<file path="config.mk">
export PLATFORM = sky130hd
export DESIGN_NAME = accumulator_cpu_8bit_core
export DESIGN_NICKNAME = d
export VERILOG_FILES = /design/src/hw/rtl/acpu_pkg.sv /design/src/hw/rtl/acpu_prog_ram.sv /design/src/hw/rtl/acpu_exec.sv /design/src/hw/rtl/accumulator_cpu_8bit_core.sv
export SDC_FILE = /design/constraint.sdc
export NUM_CORES = 2
export LEC_CHECK = 0
export BUFFER_PORTS_ARGS = -buffer_cell sky130_fd_sc_hd__buf_2
export CAP_MARGIN = 20
export CORE_MARGIN = 3
export CORE_UTILIZATION = 30
export CTS_CLUSTER_SIZE = 10
export DETAILED_ROUTE_END_ITERATION = 7
export GPL_TIMING_DRIVEN = 0
export PLACE_DENSITY = 0.49
export SETUP_SLACK_MARGIN = 0.2
export SLEW_MARGIN = 10
export SYNTH_ARGS = -nofsm -noshare
export SYNTH_HDL_FRONTEND = slang
export SYNTH_SLANG_ARGS = --single-unit
</file>
<file path="constraint.sdc">
create_clock -name clk -period 8.15 [get_ports clk]
set_input_delay 2.0375 -clock clk [delete_from_list [all_inputs] [get_ports clk]]
set_output_delay 2.0375 -clock clk [all_outputs]
set_load 0.03 [all_outputs]
</file>
<file path="src/hw/rtl/acpu_pkg.sv">
// Shared constants, codes and payload types of the accumulator CPU core.
package acpu_pkg;

    localparam int WORD_BITS      = 8;
    localparam int PROG_DEPTH     = 256;
    localparam int PROG_ADDR_BITS = $clog2(PROG_DEPTH);
    localparam int PC_BITS        = PROG_ADDR_BITS + 1;
    localparam int DATA_DEPTH     = 16;
    localparam int DATA_ADDR_BITS = $clog2(DATA_DEPTH);

    typedef enum logic [1:0] {
        OPN_WRITE = 2'd0,
        OPN_START = 2'd1,
        OPN_TICK  = 2'd2
    } operation_t;

    typedef enum logic [3:0] {
        OP_HLT = 4'd0,
        OP_ADD = 4'd1,
        OP_SUB = 4'd2,
        OP_STO = 4'd3,
        OP_LD  = 4'd4,
        OP_B   = 4'd5,
        OP_BZ  = 4'd6,
        OP_LDV = 4'd7,
        OP_INP = 4'd8,
        OP_OUT = 4'd9,
        OP_AND = 4'd10,
        OP_OR  = 4'd11,
        OP_NOT = 4'd12
    } opcode_t;

    typedef struct packed {
        logic [1:0] operation;
        logic [7:0] prog_address;
        logic [7:0] prog_word;
        logic [7:0] input_value;
    } cmd_t;

    typedef struct packed {
        logic [7:0] accumulator_value;
        logic [7:0] output_port;
        logic [3:0] executed_opcode;
        logic       executed;
        logic       running;
    } rsp_t;

    // Architectural registers of the machine.
    typedef struct packed {
        logic [PC_BITS-1:0]   pc;
        logic [WORD_BITS-1:0] acc;
        logic [WORD_BITS-1:0] outr;
        logic                 run;
    } cpu_state_t;

    // Data memory write request from the execute logic.
    typedef struct packed {
        logic                      en;
        logic [DATA_ADDR_BITS-1:0] addr;
        logic [WORD_BITS-1:0]      data;
    } dmem_wr_t;

endpackage

</file>
<file path="src/hw/rtl/acpu_prog_ram.sv">
// Program store: one write port, one registered read port with write-first bypass.
module acpu_prog_ram #(
    parameter int DEPTH     = 256,
    parameter int WIDTH     = 8,
    parameter int ADDR_BITS = $clog2(DEPTH)
) (
    input  logic                 clk,
    input  logic                 we,
    input  logic [ADDR_BITS-1:0] waddr,
    input  logic [WIDTH-1:0]     wdata,
    input  logic [ADDR_BITS-1:0] raddr,
    output logic [WIDTH-1:0]     rdata
);

    logic [WIDTH-1:0] mem [DEPTH];
    logic [WIDTH-1:0] rdata_reg;

    always_ff @(posedge clk)
    begin
        if (we)
        begin
            mem[waddr] <= wdata;
        end
    end

    // A write to the address being read returns the new word.
    always_ff @(posedge clk)
    begin
        if (we && (waddr == raddr))
        begin
            rdata_reg <= wdata;
        end
        else
        begin
            rdata_reg <= mem[raddr];
        end
    end

    assign rdata = rdata_reg;

endmodule

</file>
<file path="src/hw/rtl/acpu_exec.sv">
// Execute logic: next machine state and result beat for one command.
module acpu_exec import acpu_pkg::*; (
    input  cmd_t                 cmd,
    input  cpu_state_t           cur,
    input  logic [WORD_BITS-1:0] instr,
    input  logic [WORD_BITS-1:0] dmem_rdata,
    output cpu_state_t           nxt,
    output dmem_wr_t             dmem_wr,
    output rsp_t                 rsp
);

    opcode_t                   opcode;
    logic [3:0]                operand;
    logic [3:0]                exec_op;
    logic                      executed;

    assign opcode  = opcode_t'(instr[7:4]);
    assign operand = instr[3:0];

    always_comb
    begin
        nxt      = cur;
        dmem_wr  = '0;
        exec_op  = OP_HLT;
        executed = 1'b0;
        unique case (operation_t'(cmd.operation))
            OPN_WRITE:
            begin
                // Program store write is handled at the RAM port.
            end
            OPN_START:
            begin
                nxt.pc  = '0;
                nxt.run = 1'b1;
            end
            OPN_TICK:
            begin
                if (cur.run)
                begin
                    if (cur.pc >= PC_BITS'(PROG_DEPTH))
                    begin
                        // Ran off the end of the program store.
                        nxt.run = 1'b0;
                    end
                    else
                    begin
                        executed = 1'b1;
                        exec_op  = opcode;
                        nxt.pc   = cur.pc + PC_BITS'(1);
                        unique case (opcode)
                            OP_HLT: nxt.run = 1'b0;
                            OP_ADD: nxt.acc = cur.acc + dmem_rdata;
                            OP_SUB: nxt.acc = cur.acc - dmem_rdata;
                            OP_STO:
                            begin
                                dmem_wr.en   = 1'b1;
                                dmem_wr.addr = operand;
                                dmem_wr.data = cur.acc;
                            end
                            OP_LD:  nxt.acc = dmem_rdata;
                            OP_B:   nxt.pc  = PC_BITS'(operand);
                            OP_BZ:
                            begin
                                if (cur.acc == '0)
                                begin
                                    nxt.pc = PC_BITS'(operand);
                                end
                            end
                            OP_LDV: nxt.acc = WORD_BITS'(operand);
                            OP_INP: nxt.acc = cmd.input_value;
                            OP_OUT: nxt.outr = cur.acc;
                            OP_AND: nxt.acc = cur.acc & dmem_rdata;
                            OP_OR:  nxt.acc = cur.acc | dmem_rdata;
                            OP_NOT: nxt.acc = ~cur.acc;
                            default:
                            begin
                                // The three top opcodes do nothing.
                            end
                        endcase
                    end
                end
            end
            default:
            begin
                // Unused operation code leaves the state alone.
            end
        endcase
    end

    always_comb
    begin
        rsp.accumulator_value = nxt.acc;
        rsp.output_port       = nxt.outr;
        rsp.executed_opcode   = exec_op;
        rsp.executed          = executed;
        rsp.running           = nxt.run;
    end

endmodule

</file>
<file path="src/hw/rtl/accumulator_cpu_8bit_core.sv">
// A command beat waits in the command register, then executes into the result register.
// Throughput: one command beat per cycle while responses are taken; the execute path is
// one pass through the decoder and ALU, and the program word is prefetched from the program
// store at the next program counter so its registered read never stalls a tick.
// Reset clears the program counter, accumulator, output register, run flag and
// data memory at once; the program store is not cleared and holds garbage until written.
module accumulator_cpu_8bit_core import acpu_pkg::*; (
    input  logic clk,
    input  logic rst_n,
    input  logic cmd_valid,
    output logic cmd_ready,
    input  cmd_t cmd,
    output logic rsp_valid,
    input  logic rsp_ready,
    output rsp_t rsp
);

    // Command register stage.
    logic                 cmd_valid_reg;
    cmd_t                 cmd_reg;

    // Architectural state.
    cpu_state_t           state_reg;
    cpu_state_t           state_next;
    logic [WORD_BITS-1:0] dmem_reg [DATA_DEPTH];

    // Result register stage.
    logic                 rsp_valid_reg;
    rsp_t                 rsp_reg;
    rsp_t                 rsp_next;

    logic                 fire;
    logic [WORD_BITS-1:0] instr;
    logic [WORD_BITS-1:0] dmem_rdata;
    dmem_wr_t             dmem_wr;
    logic                 prog_we;
    logic [PC_BITS-1:0]   fetch_pc;

    // The held command executes when the result register is free or being emptied.
    assign fire      = cmd_valid_reg && (!rsp_valid_reg || rsp_ready);
    assign cmd_ready = !cmd_valid_reg || fire;

    always_ff @(posedge clk or negedge rst_n)
    begin
        if (!rst_n)
        begin
            cmd_valid_reg <= 1'b0;
        end
        else if (cmd_ready)
        begin
            cmd_valid_reg <= cmd_valid;
        end
    end

    always_ff @(posedge clk)
    begin
        if (cmd_valid && cmd_ready)
        begin
            cmd_reg <= cmd;
        end
    end

    // Program writes beyond the store depth are dropped.
    assign prog_we = fire && (operation_t'(cmd_reg.operation) == OPN_WRITE)
                     && (PC_BITS'(cmd_reg.prog_address) < PC_BITS'(PROG_DEPTH));

    // The store is read every cycle at the program counter that will hold after
    // this edge, so the instruction for the next tick is always ready. The RAM
    // bypass keeps that word current when a write hits the same address.
    assign fetch_pc = fire ? state_next.pc : state_reg.pc;

    acpu_prog_ram #(
        .DEPTH (PROG_DEPTH),
        .WIDTH (WORD_BITS)
    ) u_prog_ram (
        .clk   (clk),
        .we    (prog_we),
        .waddr (cmd_reg.prog_address[PROG_ADDR_BITS-1:0]),
        .wdata (cmd_reg.prog_word),
        .raddr (fetch_pc[PROG_ADDR_BITS-1:0]),
        .rdata (instr)
    );

    // The operand nibble addresses the data memory directly.
    assign dmem_rdata = dmem_reg[instr[DATA_ADDR_BITS-1:0]];

    acpu_exec u_exec (
        .cmd        (cmd_reg),
        .cur        (state_reg),
        .instr      (instr),
        .dmem_rdata (dmem_rdata),
        .nxt        (state_next),
        .dmem_wr    (dmem_wr),
        .rsp        (rsp_next)
    );

    always_ff @(posedge clk or negedge rst_n)
    begin
        if (!rst_n)
        begin
            state_reg <= '0;
            for (int i = 0; i < DATA_DEPTH; i++)
            begin
                dmem_reg[i] <= '0;
            end
        end
        else if (fire)
        begin
            state_reg <= state_next;
            if (dmem_wr.en)
            begin
                dmem_reg[dmem_wr.addr] <= dmem_wr.data;
            end
        end
    end

    always_ff @(posedge clk or negedge rst_n)
    begin
        if (!rst_n)
        begin
            rsp_valid_reg <= 1'b0;
        end
        else if (fire)
        begin
            rsp_valid_reg <= 1'b1;
        end
        else if (rsp_ready)
        begin
            rsp_valid_reg <= 1'b0;
        end
    end

    always_ff @(posedge clk)
    begin
        if (fire)
        begin
            rsp_reg <= rsp_next;
        end
    end

    assign rsp_valid = rsp_valid_reg;
    assign rsp       = rsp_reg;

    // A start beat leaves the machine running from address zero.
    a_start_resets_pc: assert property (@(posedge clk) disable iff (!rst_n)
        fire && (operation_t'(cmd_reg.operation) == OPN_START)
        |=> (state_reg.pc == '0) && state_reg.run)
        else $error("start beat did not restart the program counter");

    // Nothing executes while the machine is halted, and only a start beat wakes it.
    a_halted_no_exec: assert property (@(posedge clk) disable iff (!rst_n)
        fire && !state_reg.run && (operation_t'(cmd_reg.operation) != OPN_START)
        |=> !rsp_reg.executed && !state_reg.run)
        else $error("instruction executed while halted");

    // The program counter never goes more than one past the last program address.
    a_pc_bound: assert property (@(posedge clk) disable iff (!rst_n)
        state_reg.pc <= PC_BITS'(PROG_DEPTH))
        else $error("program counter out of range");

endmodule

</file>
==> impl_metrics.toml <==
[drt]
drt_first_iter_violations = 9092
wl_per_cell_um = 40.1
top_layer_used = "met5"
wl_met3_um = 44700
drt_wl_total_um = 369000
viasPerCell = 5.77
wl_met1_um = 143000
wl_met2_um = 158000
vias = 53112
route.detailed.drc = 0
first_pass_iters = 6
postRouteAntennaNets = 0

[power]
ir_drop_mv = 0.152
p_leak_nw = 34.3
power_density_mw_per_mm2 = 287

[global_route]
grtUsageTotal_pct = 23.4
grt_max_degree = 106
grt_pass1_wl_um = 480000
antenna_found_initial = 25
grt_pass1_vias = 50375
grt_overflow = 0

[place]
place_congestion = 0.973
portBuffers = 53
dp_hpwl_um = 251000

[critical_path]
cpMostUsedCell = "buf_12"
cp_max_fo = 10
cp_slowest_stage_delay_ns = 0.46
path_class = "reg -> reg"
endpoint_kind = "flip-flop"
worstPathArrival_ns = 8.44
critPathRequiredTime_ns = 8.70
slowest_stage = "nand4_1"
ff2ff_setup_slack_ns = 0.25
cp-start-kind = "flip-flop"
reg2regPathDepth = 34
r2r_end = "rsp[21]"

[sta]
fin_crit_sh_pct = 96.9
worst-slew-pin-transition_ns = 1.25
max_freq_mhz = 127
whs_ns = 0.471
maxSlewViolCount = 0
post-route-min-period_ns = 7.90
maxSlewHeadroom_pct = 17.0
setup_violations = 0
fin_skew_ns = 0.0622
hold_viol_final = 0
rsz0062_at_grt = "false"

[floorplanning]
die_area_mm2 = 0.308
die_w_um = 555
die_h_um = 555
ios = 54
num_rows = 200
start_util_pct = 30.3
core_mm2 = 0.298

[synthesis]
ys.flop_type = "edfxtp_1"
syn_nets = 4703
synth-edff-count = 2096
yosys.cell_types.count = 99
yosysSeqAreaShare_pct = 74.1
synthArstFlopShare_pct = 6.90
synth_seq_cells = 2260
syn-instance-count = 4657
synthesis.area_mm2 = 0.0904
synth_area_per_cell_um2 = 19.4
ys.warnings.count = 0

[run]
maxCapViolations = 0

[min_path]
holdPathStages = 2
min_path_type = "reg -> reg"
holdPathEnd = "dmem_reg[70]"
holdCritStartpoint = "dmem_reg[70]"

[clocking]
hold_buffers = 0
clock_latency_ns = 0.85
root_buffer = "clkbuf_16"
cts_max_level = 5
cts_buffers = 271
ctsLongestPathBuffers = 4
clk_pin_slew_ns = 0.06
cts_tree = "built"
clock-sinks = 2260

[finish]
area_growth_pct = 19.2
largest_register_ffs = 2048
layout-drive-gt1-share_pct = 27.6
layout_common_cells = "2096 x edfxtp_1, 472 x mux4_2, 310 x nor2_1"
layout_commonest_cell = "edfxtp_1"
postLayoutCoreUtil_pct = 36.1
num-nets-final = 5233

[outcome]
status = "complete, no violations"
[synthesized netlist by cell type, types with 43 or more instances]
cell | instances | area (um2)
dfrtp_1 | 156 | 3900
buf_4 | 57 | 428
inv_1 | 43 | 161
edfxtp_1 | 2096 | 62900
mux2i_1 | 209 | 2090
mux2_2 | 101 | 1140
nand2_1 | 236 | 886
a22oi_1 | 89 | 668
nand3_1 | 54 | 270
o21ai_0 | 113 | 566
mux4_2 | 470 | 10600
a21oi_1 | 62 | 310
nor2_1 | 315 | 1180
buf_2 | 58 | 290
clkbuf_1 | 88 | 330
[report_power, final]
group | total, mW | leakage (nW) | internal, mW | switching (mW)
registers | 12.9 | 21.1 | 12.8 | 0.0979
clock network | 10.8 | 3.61 | 6.15 | 4.67
logic | 7.25 | 9.65 | 2.72 | 4.53
[cell type report]
type | count | area, um2
clock inverter | 22 | 244
timing repair buffer | 257 | 3560
inverter | 47 | 183
buffer | 263 | 2760
multi-input combinational | 2087 | 21900
antenna | 14 | 35.0
clock buffer | 323 | 7160
fill | 27625 | 191000
tap | 3939 | 4930
sequential | 2260 | 67000
[kinds of logic (layout without fill, tap and decap cells)]
family	count (synthesis)	after routing	share of synthesized area (%)
AOI/OAI and AO/OA	462	462	3.43
xor gates and xnor gates	16	16	0.155
adders and majority gates	16	16	0.230
buffers and inverters	310	912	2.11
DFF	2260	2260	74.1
muxes	809	809	16.0
other	0	14	0
and+or+nand+nor	784	784	3.94
[per-layer routing]
layer	global-route usage (%)	vias to the layer above
met5	0.344	-
met4	12.7	4
met3	7.80	835
met2	33.8	3750
met1	30.9	28546
li1	-	19977
[worst max path at each step]
stage               startpoint  endpoint  slack [ns]  depth (start not counted)
global route         flip-flop   rsp[21]        0.20                         36
finish               flip-flop   rsp[21]        0.25                         34
detailed placement   flip-flop   rsp[21]       -2.02                         32
CTS                  flip-flop   rsp[21]        0.23                         31
floorplan            flip-flop   rsp[21]        2.05                         33
global placement     flip-flop   rsp[21]       -3.48                         30
[what timing repair did]
action / 4_1_cts / 5_1_grt
pin swaps: 10 / 6
setup endpoints to repair: 114 / 4
buffers inserted: 30 / 3
gates resized for setup: 285 / 51
[through the flow]
stage          setup slack [ns]  power [mW]  instances  cell area [um2]  TNS [ns]
4_1_cts                   0.231        30.8       9178           107000         0
2_1_floorplan              2.05        16.6       4657            90400         0
6_report                  0.255        30.9       9212           108000         0
3_3_place_gp              -3.48        19.6       8649            95600   -265.29
3_5_place_dp              -2.02        19.7       8803            98500    -20.55
5_1_grt                   0.200        31.6       9199           108000         0
[critical path, delay by kind of cell, from the launching register on]
family / cells / cell delay, ns
xor+xnor: 3 / 0.53
fa+ha+maj: 2 / 0.56
compound gates: 11 / 2.04
simple gates: 8 / 1.91
buf+inv: 10 / 1.92
flops: 1 / 0.43
Note: power is estimated with default switching activity, not from simulation.
